[src/rtl/lphs_pkg.sv]
`timescale 1ns / 1ps
package lphs_pkg;

   localparam int LOG2_MAX_SLOTS = 10;
   localparam int SLOT_AW        = LOG2_MAX_SLOTS;
   localparam int SLOT_CAP       = 1 << LOG2_MAX_SLOTS;
   localparam int KEY_W          = 32;
   localparam int IDX_W          = 10;
   localparam int CFG_W          = 4;

   localparam logic [KEY_W-1:0] EMPTY_MARK = '1;
   localparam logic [CFG_W-1:0] CFG_RESET  = CFG_W'(10);

   localparam logic [1:0] STATUS_OK       = 2'd0;
   localparam logic [1:0] STATUS_FULL     = 2'd1;
   localparam logic [1:0] STATUS_RESERVED = 2'd2;

   typedef enum logic [1:0] {
      OP_INSERT = 2'd0,
      OP_QUERY  = 2'd1,
      OP_REMOVE = 2'd2,
      OP_CLEAR  = 2'd3
   } op_type;

   typedef enum logic [1:0] {
      ST_SWEEP,
      ST_IDLE,
      ST_PROBE,
      ST_FINISH
   } state_type;

   typedef struct packed {
      op_type                  op;
      logic signed [KEY_W-1:0] key;
   } req_type;

   typedef struct packed {
      logic [1:0]       status;
      logic             found;
      logic [IDX_W-1:0] slot_index;
   } rsp_type;

   typedef struct packed {
      logic               wr_en;
      logic [SLOT_AW-1:0] wr_addr;
      logic [KEY_W-1:0]   wr_data;
      logic               rd_en;
      logic [SLOT_AW-1:0] rd_addr;
   } mem_req_type;

endpackage

[src/rtl/lphs_ctrl.sv]
`timescale 1ns / 1ps
module lphs_ctrl (
   input  logic                       clock,
   input  logic                       reset,
   input  logic [lphs_pkg::CFG_W-1:0] table_log2,
   input  logic                       req_valid,
   output logic                       req_ready,
   input  lphs_pkg::req_type          req_payload,
   input  logic                       out_busy,
   output logic                       done,
   output lphs_pkg::rsp_type          result,
   output lphs_pkg::mem_req_type      mem_req,
   input  logic [lphs_pkg::KEY_W-1:0] rd_data
);
   import lphs_pkg::*;

   state_type          state_ff, state_in;
   op_type             op_ff, op_in;
   logic [KEY_W-1:0]   key_ff, key_in;
   logic [SLOT_AW-1:0] pos_ff, pos_in;
   logic [SLOT_AW-1:0] chk_pos_ff, chk_pos_in;
   logic [SLOT_AW-1:0] chk_cnt_ff, chk_cnt_in;
   logic               chk_vld_ff, chk_vld_in;
   logic [SLOT_AW-1:0] sweep_ff, sweep_in;
   logic               sweep_rsp_ff, sweep_rsp_in;
   rsp_type            res_ff, res_in;

   logic [CFG_W-1:0]   act_log2;
   logic [SLOT_AW:0]   len_w;
   logic [SLOT_AW-1:0] mask;
   logic [SLOT_AW-1:0] home;
   logic [KEY_W-1:0]   target;
   logic               accept;

   always_comb begin
      act_log2 = (table_log2 > CFG_W'(LOG2_MAX_SLOTS)) ? CFG_W'(LOG2_MAX_SLOTS) : table_log2;
      len_w    = (SLOT_AW+1)'(1) << act_log2;
      mask     = SLOT_AW'(len_w - (SLOT_AW+1)'(1));
      home     = SLOT_AW'($unsigned(req_payload.key)) & mask;
      target   = (op_ff == OP_INSERT) ? EMPTY_MARK : key_ff;
   end

   assign req_ready = (state_ff == ST_IDLE);
   assign accept    = req_valid && req_ready;
   assign result    = res_ff;

   always_ff @(posedge clock) begin
      if (reset) begin
         state_ff     <= ST_SWEEP;
         sweep_ff     <= '0;
         sweep_rsp_ff <= 1'b0;
         chk_vld_ff   <= 1'b0;
      end else begin
         state_ff     <= state_in;
         sweep_ff     <= sweep_in;
         sweep_rsp_ff <= sweep_rsp_in;
         chk_vld_ff   <= chk_vld_in;
      end
   end

   always_ff @(posedge clock) begin
      op_ff      <= op_in;
      key_ff     <= key_in;
      pos_ff     <= pos_in;
      chk_pos_ff <= chk_pos_in;
      chk_cnt_ff <= chk_cnt_in;
      res_ff     <= res_in;
   end

   always_comb begin
      state_in     = state_ff;
      op_in        = op_ff;
      key_in       = key_ff;
      pos_in       = pos_ff;
      chk_pos_in   = chk_pos_ff;
      chk_cnt_in   = chk_cnt_ff;
      chk_vld_in   = 1'b0;
      sweep_in     = sweep_ff;
      sweep_rsp_in = sweep_rsp_ff;
      res_in       = res_ff;
      done         = 1'b0;
      mem_req      = '0;

      case (state_ff)
         ST_SWEEP: begin
            mem_req.wr_en   = 1'b1;
            mem_req.wr_addr = sweep_ff;
            mem_req.wr_data = EMPTY_MARK;
            sweep_in        = sweep_ff + 1'b1;
            if (sweep_ff == SLOT_AW'(SLOT_CAP - 1)) begin
               state_in = sweep_rsp_ff ? ST_FINISH : ST_IDLE;
            end
         end
         ST_IDLE: begin
            if (accept) begin
               op_in      = req_payload.op;
               key_in     = $unsigned(req_payload.key);
               pos_in     = home;
               chk_cnt_in = '0;
               res_in     = '0;
               if (req_payload.op == OP_CLEAR) begin
                  sweep_in     = '0;
                  sweep_rsp_in = 1'b1;
                  state_in     = ST_SWEEP;
               end else if ($unsigned(req_payload.key) == EMPTY_MARK) begin
                  res_in.status = STATUS_RESERVED;
                  state_in      = ST_FINISH;
               end else begin
                  state_in = ST_PROBE;
               end
            end
         end
         ST_PROBE: begin
            // one read issued per cycle, checked when the data returns
            mem_req.rd_en   = 1'b1;
            mem_req.rd_addr = pos_ff;
            pos_in          = (pos_ff + 1'b1) & mask;
            chk_pos_in      = pos_ff;
            chk_vld_in      = 1'b1;
            if (chk_vld_ff) begin
               chk_cnt_in = chk_cnt_ff + 1'b1;
               if (rd_data == target) begin
                  state_in   = ST_FINISH;
                  chk_vld_in = 1'b0;
                  case (op_ff)
                     OP_INSERT: begin
                        mem_req.wr_en     = 1'b1;
                        mem_req.wr_addr   = chk_pos_ff;
                        mem_req.wr_data   = key_ff;
                        res_in.slot_index = IDX_W'(chk_pos_ff);
                     end
                     OP_REMOVE: begin
                        mem_req.wr_en   = 1'b1;
                        mem_req.wr_addr = chk_pos_ff;
                        mem_req.wr_data = EMPTY_MARK;
                        res_in.found    = 1'b1;
                     end
                     default: begin
                        res_in.found = 1'b1;
                     end
                  endcase
               end else if (chk_cnt_ff == mask) begin
                  // every active slot looked at
                  state_in   = ST_FINISH;
                  chk_vld_in = 1'b0;
                  if (op_ff == OP_INSERT) begin
                     res_in.status = STATUS_FULL;
                  end
               end
            end
         end
         ST_FINISH: begin
            if (!out_busy) begin
               done     = 1'b1;
               state_in = ST_IDLE;
            end
         end
         default: begin
            state_in = ST_IDLE;
         end
      endcase
   end

   a_no_write_on_accept: assert property (@(posedge clock) disable iff (reset)
      accept |-> !mem_req.wr_en)
      else $error("slot write while a request is taken");

   a_done_needs_room: assert property (@(posedge clock) disable iff (reset)
      done |-> !out_busy)
      else $error("result produced while the output register is held");

   a_reserved_key: assert property (@(posedge clock) disable iff (reset)
      (accept && req_payload.op != OP_CLEAR && $unsigned(req_payload.key) == EMPTY_MARK)
      |=> (state_ff == ST_FINISH && res_ff.status == STATUS_RESERVED))
      else $error("reserved key not refused");

   a_probe_bound: assert property (@(posedge clock) disable iff (reset)
      (state_ff == ST_PROBE && chk_vld_ff) |-> (chk_cnt_ff <= mask))
      else $error("probe ran past the active table");

endmodule

[config.mk]
export PLATFORM = sky130hd
export DESIGN_NAME = lphs_ctrl
export DESIGN_NICKNAME = d
export VERILOG_FILES = /design/src/rtl/lphs_pkg.sv /design/src/rtl/lphs_ctrl.sv
export SDC_FILE = /design/constraint.sdc
export NUM_CORES = 1
export LEC_CHECK = 0
export BUFFER_PORTS_ARGS = -buffer_cell sky130_fd_sc_hd__buf_2
export CORE_ASPECT_RATIO = 0.7
export CORE_MARGIN = 2
export CORE_UTILIZATION = 45
export DETAILED_ROUTE_END_ITERATION = 7
export PLACE_DENSITY = 0.75
export REMOVE_ABC_BUFFERS = 1
export SETUP_SLACK_MARGIN = 0.1
export SYNTH_ARGS = -nofsm -noshare
export SYNTH_HDL_FRONTEND = slang
export SYNTH_SLANG_ARGS = --single-unit
[constraint.sdc]
create_clock -name clock -period 3.4 [get_ports clock]
set_input_delay 0 -clock clock [delete_from_list [all_inputs] [get_ports clock]]
set_output_delay 0 -clock clock [all_outputs]
set_load 0.1 [all_outputs]
**Word level (Yosys, flattened, before mapping)**

Index checks and enable logic that the tools add are counted.

- Bits in registers: 91
- Input bits: 74
- Output and inout port bits: 69
- Word-level logic and storage cells: 97

- Add/sub/neg operators: 4
- Order comparisons: 1
- Eq/ne operators: 20
- Shift operators: 1
- Muxes and demuxes: 41
- Bitwise operators: 3
- Reduce and logical (&&, ||, !) cells: 15

Operators with widths:

| kind | count |
|---|---|
| 43-bit case mux with 2 select lines | 2 |
| 43-bit 2-to-1 mux | 2 |
| 10-bit 2-to-1 mux | 6 |
| 10-bit case mux with 2 select lines | 3 |
| 32-bit equality test | 1 |
| 32-bit equality test, second input constant | 1 |
| 32-bit 2-to-1 mux | 1 |
| 10-bit by 1-bit adder with 10-bit output, second input constant | 3 |
| 13-bit 2-to-1 mux | 2 |
| 2-bit 2-to-1 mux | 13 |
| 13-bit case mux with 2 select lines | 1 |
| 11-bit 2-to-1 mux | 2 |
| 10-bit bitwise AND | 2 |
| 2-bit != test, second input constant | 8 |
| 5-bit AND reduction | 3 |
| 10-bit equality test | 1 |
| 10-bit equality test, second input constant | 1 |
| 1-bit by 4-bit left shift with 10-bit output, first input constant | 1 |
| 10-bit by 1-bit subtractor with 10-bit output, second input constant | 1 |
| 3-bit AND reduction | 3 |
| 2-bit equality test, second input constant | 4 |
| 2-bit case mux with 4 select lines | 1 |
| 1-bit 2-to-1 mux | 7 |
| 6-bit AND reduction | 1 |
| 11 further kinds | 15 |

**Longest topological paths before layout**

Gate-level depths: netlist of the first run.

- Depth in word-level cells: 9
- Mapped depth: 12
- Gate-level depth less buffers: 10

**Least setup slack after synthesis of the first run**

Ideal clock, no wire load.

- Kind: register to output
- From: reg op_ff[1]
- To: out mem_req[37] (netlist name)
- Data arrival time: 3763 ps
- Data required time: 3400 ps
- Slack: -363 ps
- Cell stages (with the launch flop): 9
- Buffers on the path: 1
- Cell sequence: edfxtp_1 > clkbuf_1 > nor4bb_1 > a31oi_1 > o21ai_1 > nand4_1 > nor4_2 > nand4_2 > o21ai_0

RTL lines:

| element | RTL line | RTL |
|---|---|---|
| start: declaration | lphs_ctrl.sv:18 | `op_type op_ff, op_in;` |
| start signal: assignment | lphs_ctrl.sv:62 | `op_ff <= op_in;` |
| end: declaration | lphs_ctrl.sv:12 | `output lphs_pkg::mem_req_type mem_req,` |

==> flow_summary.json, run 1 <==
{
  "status": "completed",
  "pre_cts_slack_ns": 0.400,
  "setup_slack_ns": 0.302,
  "hold_ws_ns": 0.0420,
  "syn_area_per_cell_um2": 9.30,
  "final-hold-violation-count": 0,
  "die_area_um2": 13100,
  "tightest_slew_ns": 0.662,
  "postSynth.asyncResetShare": 0,
  "ys.flop_type": "edfxtp_1",
  "synthCells": 591,
  "drt_wl_total_um": 17100,
  "drt_pass1_iterations": 7,
  "critPathCaptureType": "output port",
  "clock.fmax_mhz": 323,
  "regArea_um2": 2590,
  "drc": 0,
  "drt_iter0_drc": 640,
  "clockBufferDepth": 2,
  "cts_setup_buffers": 0,
  "peakVddDrop_uv": 307,
  "first_global_vias": 5155,
  "die_h_um": 96.4,
  "avgRoutedWirePerCell_um": 18.6,
  "cts_tree": "done",
  "grt_max_degree": 45,
  "worstPathRequired_ns": 3.40,
  "hold_depth": 3,
  "overflow": 0,
  "r2r_slack_ns": 0.50,
  "startpoint_type": "register",
  "fin_area_um2": 7650,
  "ys_warn_count": 0,
  "clk_pin_slew_ns": 0.07,
  "rsz0062_at_grt": "no",
  "portBuffers": 142,
  "dp_hpwl_um": 12600,
  "die-width_um": 136,
  "row_count": 33,
  "final_core_util": 0.648,
  "cts-root-buf": "clkbuf_16",
  "initial_utilization": 0.465,
  "skew_ns": 0.00346,
  "synth_edf_count": 77,
  "worst_r2r_path_depth": 11,
  "antenna_found_initial": 0,
  "fin_tns_setup_ns": 0,
  "cts.htree.levels": 3,
  "slew_headroom": 0.558,
  "setup_violations": 0,
  "nets": 834,
  "ios": 143,
  "numCtsBuffers": 9,
  "min-delay-path-class": "input port to register",
  "core-area_um2": 11800,
  "multi_input_area_um2": 2680,
  "instances_no_fill": 919,
  "slew_violations": 0,
  "drv_cap": 0,
  "numPlacedInstances": 867,
  "p_total_mw": 2.58,
  "ys_seq_elements": 91,
  "path_max_fanout": 44,
  "cp_data_arrival_time_ns": 3.10,
  "p_leak_nw": 2.93,
  "postRouteAntennaNets": 0,
  "clkSinkCount": 91,
  "synth_cell_type_count": 61,
  "vias": 5443,
  "finalWeightedCongestion": 0.929,
  "power-per-cell-area_nw_per_um2": 338,
  "clk_latency_ns": 0.35,
  "vias_per_cell": 5.92,
  "area_growth_pct": 39.3,
  "postPlaceCellArea_um2": 6960,
  "ys_seq_area_frac": 0.472,
  "filler_cell_count": 955,
  "grt_first_pass_wirelength_um": 26100,
  "drive_gt1_frac": 0.258,
  "fin_crit_ns": 3.10,
  "gr-usage-all-layers": 0.261,
  "syn_area_um2": 5490,
  "fin_crit_sh": 0.911,
  "crit_type": "register to output port"
}
## what timing repair did
| action | CTS | global route |
|---|---|---|
| endpoints found under the hold margin | 39 | 0 |
| hold buffers | 35 | 0 |
| setup endpoints to repair | 0 | 12 |
| resized for setup | 0 | 3 |
## final cells by class
type | instances | share of cell area
Clock inverter | 7 | 0.0152
Antenna cell | 1 | 0.000327
Inverter | 10 | 0.00490
Timing Repair Buffer | 189 | 0.235
Tap cell | 157 | 0.0257
Clock buffer | 9 | 0.0294
Sequential cell | 91 | 0.339
Multi-Input combinational cell | 455 | 0.351
## state kept, by name, indices dropped and copies added, names as in the netlist
| register | flops |
|---|---|
| key_ff | 32 |
| sweep_ff | 10 |
| chk_vld_ff | 1 |
| result | 13 |
| sweep_rsp_ff | 1 |
| pos_ff | 10 |
| chk_cnt_ff | 10 |
| chk_pos_ff | 10 |
| state_ff | 2 |
| op_ff | 2 |
## placed cells by master, fill, tap and decap left out, types with 11 or more instances in the layout
master / count
nor2_1: 60
buf_4: 11
buf_12: 43
buf_2: 99
xnor2_1: 18
o21ai_0: 45
edfxtp_1: 77
a31oi_1: 12
and2_1: 31
dfxtp_1: 14
a21oi_1: 29
nand3_1: 31
nand4_1: 13
xor2_1: 20
o21ai_1: 48
dlygate4sd3_1: 35
nand2_1: 45
## path summary, 6_finish.rpt
path	startpoint	end
setup / recovery	op_ff[1]	mem_req[39]
hold / removal	out_busy	state_ff[1]
setup reg to reg	op_ff[1]	result[8]
hold reg to reg	sweep_rsp_ff	sweep_rsp_ff
## cell usage after synthesis, drive strengths merged, types with 3 or more instances
| cell | count | area [um2] |
|---|---|---|
| nor2 | 61 | 229 |
| and4bb | 6 | 75.1 |
| or3 | 4 | 25.0 |
| and4 | 3 | 26.3 |
| a31oi | 12 | 75.1 |
| buf | 9 | 85.1 |
| inv | 10 | 37.5 |
| nor4bb | 6 | 60.1 |
| dfxtp | 14 | 280 |
| nor3 | 7 | 35.0 |
| a21o | 3 | 22.5 |
| nand3 | 31 | 155 |
| edfxtp | 77 | 2310 |
| clkbuf | 26 | 97.6 |
| and2 | 31 | 194 |
| a21oi | 30 | 154 |
| xnor2 | 18 | 158 |
| xor2 | 20 | 175 |
| ha | 4 | 50.1 |
| and3 | 6 | 37.5 |
| o21ai | 97 | 500 |
| nand4 | 14 | 93.8 |
| nand2b | 4 | 25.0 |
| nor4 | 5 | 37.5 |
| a211oi | 7 | 52.6 |
| or2 | 7 | 43.8 |
| nand2 | 45 | 169 |
## cells by family (layout without fill, tap and decap cells)
kind of cell	after synthesis	after routing	synth area share
AOI/OAI and AO/OA	173	173	0.183
DFF	91	91	0.472
muxes	1	1	0.00182
xor gates and xnor gates	38	38	0.0606
and+or+nand+nor	239	239	0.234
adders and majority gates	4	4	0.00911
other	0	1	0
buffers and inverters	45	215	0.0401
## report_power, final
group	total, mW	internal (mW)	switching [mW]
logic	0.236	0.109	0.127
clock network	1.14	0.716	0.422
registers	1.21	1.20	0.00428
total	2.58	2.03	0.554
## per-layer routing
| metal | track usage | vias to the layer above | part of all wire |
|---|---|---|---|
| li1 | - | 2511 | - |
| met1 | 0.346 | 2587 | 0.41 |
| met2 | 0.429 | 310 | 0.47 |
| met3 | 0.0506 | 35 | 0.098 |
| met4 | 0.0990 | 0 | 0.022 |
| met5 | 0 | - | 0 |
## worst max-delay path, cell delays in order (launching register included)
cell and delay (ns):
edfxtp_1 0.37, buf_6 0.29, nor2_1 0.10, buf_4 0.19
nor4_1 0.24, a31o_2 0.14, a32oi_1 0.10, nor4_2 0.35
nand4_2 0.15, buf_4 0.26, o21ai_0 0.33, buf_12 0.22
Note: power is estimated with default switching activity, not from simulation.
==> run 2, diff against run 1 <==
Settings changed: ABC_AREA set to 1, PLACE_DENSITY 0.75 to 0.74.
==> run 2 against run 1 <==
Setup slack worse by 0.019 ns. Via count is 5.5% higher. Cell area up 5.7%.
==> flow_summary.json, run 2 <==
{
  "drv_cap": 0,
  "row_count": 35,
  "busiest_layer": "met2",
  "gr-usage-all-layers": 0.239,
  "p_leak_nw": 3.58,
  "peakVddDrop_uv": 718,
  "first_global_vias": 5358,
  "synth_most_common_cell": "nand2_1",
  "grt_util_met2": 0.364,
  "p_comb_frac": 0.698,
  "numCtsBuffers": 9,
  "setup_violations": 0,
  "met1_usage": 0.345,
  "core-area_um2": 13100,
  "antenna_found_initial": 0,
  "portBuffers": 142,
  "power.switching_mw": 4.98,
  "ios": 143,
  "synth_cell_type_count": 40,
  "p_total_mw": 8.85,
  "synth_top_area_share": 0.387,
  "die_area_um2": 14200,
  "ys_seq_area_frac": 0.433,
  "seqPwrFrac": 0.195,
  "slew_violations": 0,
  "layout_commonest_cell": "nand2_1",
  "startpoint_type": "register",
  "grt_max_degree": 57,
  "die-width_um": 142,
  "finalWeightedCongestion": 0.885,
  "drc": 0,
  "fin_area_um2": 8090,
  "ys_seq_elements": 91,
  "vias": 5740,
  "clock.fmax_mhz": 321,
  "ys_top_cells_by_count": "187 x nand2_1, 104 x inv_1, 93 x nor2_1",
  "cts_tree": "done",
  "cp_data_arrival_time_ns": 3.12,
  "dp_hpwl_um": 12300,
  "drt_iter0_drc": 522,
  "area_growth_pct": 35.3,
  "syn_area_per_cell_um2": 8.15,
  "power.share.clock": 0.108,
  "critPathCaptureType": "output port",
  "synth_area_leader_cell": "edfxtp_1",
  "vias_per_cell": 5.36,
  "cts-root-buf": "clkbuf_16",
  "largest_register_ffs": 32,
  "antenna_cells": 0,
  "postRouteAntennaNets": 0,
  "synth_edf_count": 77,
  "postPlaceCellArea_um2": 7450,
  "path_max_fanout": 28,
  "clockBufferDepth": 2,
  "die_h_um": 100,
  "min-delay-path-class": "input port to register",
  "ys_warn_count": 0,
  "overflow": 0,
  "clkSinkCount": 91,
  "largest-register": "key_ff",
  "crit_type": "register to output port",
  "drt_pass1_iterations": 7,
  "ys.flop_type": "edfxtp_1",
  "power-per-cell-area_nw_per_um2": 1090,
  "drive_gt1_frac": 0.246,
  "final-hold-violation-count": 0,
  "avgRoutedWirePerCell_um": 15.6,
  "syn_area_um2": 5980,
  "worstPathRequired_ns": 3.40,
  "synthCells": 734,
  "drt_wl_total_um": 16700,
  "slew_headroom": 0.233,
  "status": "completed",
  "final_cell_mix": "187 x nand2_1, 104 x inv_1, 99 x buf_2",
  "p_int_mw": 3.87,
  "postSynth.asyncResetShare": 0,
  "synth.area.top_cells": "edfxtp_1 39%, nand2_1 12%, o41ai_2 11%, inv_1 6.5%, nor2_1 5.8%",
  "cts_setup_buffers": 0,
  "cts.htree.levels": 3,
  "fin_crit_sh": 0.917,
  "switching_share": 0.562,
  "initial_utilization": 0.458,
  "nets": 977,
  "clk_latency_ns": 0.35,
  "fin_crit_ns": 3.12,
  "rsz0062_at_grt": "no",
  "grt_first_pass_wirelength_um": 27000,
  "clk_pin_slew_ns": 0.07,
  "tightest_slew_ns": 1.15,
  "use_met3": 0.0527,
  "skew_ns": 0.0110
}
==> run 2: cell count changes after synthesis, sizes merged, moves of 15 or more <==
| cell | before | now |
|---|---|---|
| o41ai | 0 | 43 |
| and2 | 31 | 0 |
| a21oi | 30 | 15 |
| inv | 10 | 106 |
| o21ai | 97 | 67 |
| xor2 | 20 | 5 |
| xnor2 | 18 | 3 |
| nand2 | 45 | 189 |
| nor2 | 61 | 96 |
==> run 2: cell type report <==
class / count / area, um2
Fill cell: 1114 / 4960
Tap cell: 166 / 208
Inverter: 108 / 405
Multi-Input combinational cell: 499 / 2790
Timing Repair Buffer: 190 / 1820
Clock inverter: 6 / 48.8
Clock buffer: 10 / 229
Sequential cell: 91 / 2590
==> run 2: metrics by stage <==
stage / hold slack, ns / TNS, ns / setup slack, ns / util / cells
finish: 0.0470 / 0 / 0.283 / 0.620 / 1070
global route: 0.0917 / 0 / 0.130 / 0.620 / 1070
CTS: 0.0364 / 0 / 0.283 / 0.619 / 1070
detailed placement: 0.194 / 0 / 0.606 / 0.571 / 1019
global placement: 0.193 / 0 / 0.675 / 0.571 / 1019
floorplan: 0.0691 / -298.79 / -4.27 / - / 698
==> run 2: path summary, 6_finish.rpt <==
check	startpoint	end	slack, ns	cells past startpoint
max	op_ff[0]	mem_req[16]	0.28	12
min	out_busy	state_ff[1]	0.05	5
max reg2reg	op_ff[0]	result[4]	0.62	13
min reg2reg	sweep_rsp_ff	sweep_rsp_ff	0.46	2
==> run 2: cells by family after synthesis <==
kind of cell	count (synthesis)	synth area share
adder cells (fa/ha/maj)	4	0.00837
buffers and inverters	144	0.104
flip-flops	91	0.433
XOR/XNOR	8	0.0117
AND/OR/NAND/NOR	348	0.243
multiplexers	1	0.00167
AO/OA/AOI/OAI	138	0.198
==> run 2: timing repair <==
item / in CTS / in global routing
resized for setup: 0 / 2
endpoints found under the setup margin: 0 / 9
hold buffers: 35 / 0
endpoints found under the hold margin: 39 / 0
==> run 2: per-layer routing <==
layer  wire length, um  share of wire
met2              7310           0.44
met5                 0              0
met1              7610           0.46
met3              1450          0.087
met4               341          0.020
==> run 2: power groups by stage <==
stage / logic (mW) / registers [mW] / clock network, mW
CTS: 6.18 / 1.72 / 0.974
global route: 6.41 / 1.75 / 1.01
finish: 6.17 / 1.72 / 0.953
global placement: 6.11 / 1.73 / 0
detailed placement: 6.14 / 1.74 / 0
floorplan: 3.83 / 2.05 / 0
==> run 2: worst max-delay path: stages (launching register included) <==
cell      delay (ns)
edfxtp_1        0.51
nor2_4          0.17
buf_4           0.24
o21ai_0         0.10
nand2_1         0.07
nand2_1         0.07
nor2_1          0.14
nand2_1         0.08
nor2_2          0.24
nand2_8         0.22
buf_12          0.24
o41ai_2         0.42
buf_12          0.24
==> run 3, diff against run 2 <==
Settings changed: SETUP_SLACK_MARGIN 0.1 to 0.5.
==> run 3 against run 2 <==
Sequential share of layout area decreased by 1.7 points. Via count increased by 3.4%. Hold slack lost 0.00058 ns. Clock-buffer cell count is the same. Non-clock buffer count increased by 19. Core utilization grew 3.4 points. Global-route usage increased by 0.64 points. Largest power group unchanged. Highest routed layer unchanged.
==> flow_summary.json, run 3 (synthesis results as in run 2) <==
{
  "clk_latency_ns": 0.35,
  "fin_crit_sh": 0.839,
  "skew_ns": 0.0116,
  "ios": 143,
  "peakVddDrop_uv": 757,
  "fin_crit_ns": 2.85,
  "drt_iter0_drc": 565,
  "hp-start": "out_busy",
  "cp_data_arrival_time_ns": 2.85,
  "core-area_um2": 13100,
  "final_cell_mix": "187 x nand2_1, 104 x inv_1, 99 x buf_2",
  "r2r_slack_ns": 0.66,
  "drc": 0,
  "vias_per_cell": 5.44,
  "cts_tree": "done",
  "overflow": 0,
  "antenna_cells": 0,
  "clockBufferDepth": 2,
  "die-width_um": 142,
  "drt_pass1_iterations": 5,
  "clkSinkCount": 91,
  "startpoint_type": "register",
  "dp_hpwl_um": 12300,
  "hold_ws_ns": 0.0465,
  "die_h_um": 100,
  "antenna_found_initial": 0,
  "cts.htree.levels": 3,
  "final-hold-violation-count": 0,
  "crit_type": "register to output port",
  "worstHoldEndpoint": "state_ff[1]",
  "numCtsBuffers": 9,
  "min-delay-path-class": "input port to register",
  "postRouteAntennaNets": 0,
  "slew_violations": 0,
  "power-per-cell-area_nw_per_um2": 1070,
  "nets": 997,
  "gr-usage-all-layers": 0.246,
  "finalWeightedCongestion": 0.885,
  "first_global_vias": 5485,
  "initial_utilization": 0.458,
  "p_leak_nw": 3.81,
  "clk_pin_slew_ns": 0.07,
  "worstReg2RegStart": "op_ff[1]",
  "grt_max_degree": 57,
  "postPlaceCellArea_um2": 7450,
  "drv_cap": 0,
  "die_area_um2": 14200,
  "status": "completed",
  "hold_depth": 5,
  "cts-root-buf": "clkbuf_16",
  "grt_first_pass_wirelength_um": 27600,
  "tightest_slew_ns": 0.825,
  "rsz0062_at_grt": "yes",
  "drive_gt1_frac": 0.264,
  "critPathCaptureType": "output port",
  "drt_wl_total_um": 18100,
  "worstPathRequired_ns": 3.40,
  "path_max_fanout": 17,
  "worst_r2r_path_depth": 16,
  "fin_area_um2": 8530,
  "row_count": 35,
  "area_growth_pct": 42.6,
  "largest-register": "key_ff",
  "layout_commonest_cell": "nand2_1",
  "avgRoutedWirePerCell_um": 16.6,
  "clock.fmax_mhz": 350,
  "vias": 5935,
  "slew_headroom": 0.450,
  "reg2reg_to": "result[9]",
  "setup_violations": 0,
  "largest_register_ffs": 32,
  "portBuffers": 142
}
==> run 3: through the flow <==
stage          setup slack, ns  std cells  utilization  power [mW]  TNS (ns)
2_1_floorplan            -4.27        698            -        5.88   -298.79
3_3_place_gp             0.675       1019        0.571        7.85         0
3_5_place_dp             0.606       1019        0.571        7.88         0
4_1_cts                  0.505       1073        0.631        9.01         0
5_1_grt                  0.416       1090        0.654        9.44         0
6_report                 0.546       1090        0.654        9.13         0
==> run 3: worst max path at each step <==
stage | cells after the start | slack, ns | to | start
after floorplan | 4 | -4.27 | mem_req[37] | state_ff[1]
after global placement | 13 | 0.67 | result[3] | op_ff[0]
after detailed placement | 13 | 0.61 | result[7] | op_ff[0]
after CTS | 11 | 0.51 | mem_req[42] | op_ff[1]
after global routing | 14 | 0.42 | mem_req[23] | op_ff[1]
final | 14 | 0.55 | mem_req[23] | op_ff[1]
==> run 3: what timing repair did <==
item,CTS,global route
setup buffers,2,15
endpoints found under the setup margin,24,48
gates resized for setup,14,18
hold buffers,35,0
hold endpoints to repair,39,0
gates cloned,1,2
pin swaps,0,5
==> run 3: critical path, cell delays in order (launching register included) <==
cell       delay, ns
edfxtp_1        0.42
nor2_4          0.08
buf_4           0.15
clkbuf_16       0.17
o21bai_1        0.15
nand2_1         0.08
inv_1           0.06
nand2_1         0.05
nor2_1          0.09
nand2_1         0.10
nor2_4          0.19
nand2_8         0.11
buf_16          0.18
o41ai_2         0.29
bufbuf_16       0.36
==> run 3: routing by layer <==
metal  track usage  share of wire  vias to the layer above
li1              -              -                     2846
met4        0.0685          0.016                        0
met5             0              0                        -
met1         0.353           0.44                     2742
met3        0.0565          0.092                       31
met2         0.374           0.45                      316
==> run 3: cell type report <==
class | count | area, um2
sequential | 91 | 2590
inverter | 108 | 408
fill | 1023 | 4520
clock buffer | 10 | 229
timing repair buffer | 209 | 2090
tap | 166 | 208
clock inverter | 6 | 48.8
multi-input combinational | 500 | 2960
==> run 3: where the power goes <==
part / switching, mW / total (mW) / internal (mW)
combinational: 4.45 / 6.45 / 2.00
sequential: 0.172 / 1.72 / 1.55
clock: 0.451 / 0.955 / 0.504
total: 5.08 / 9.13 / 4.06
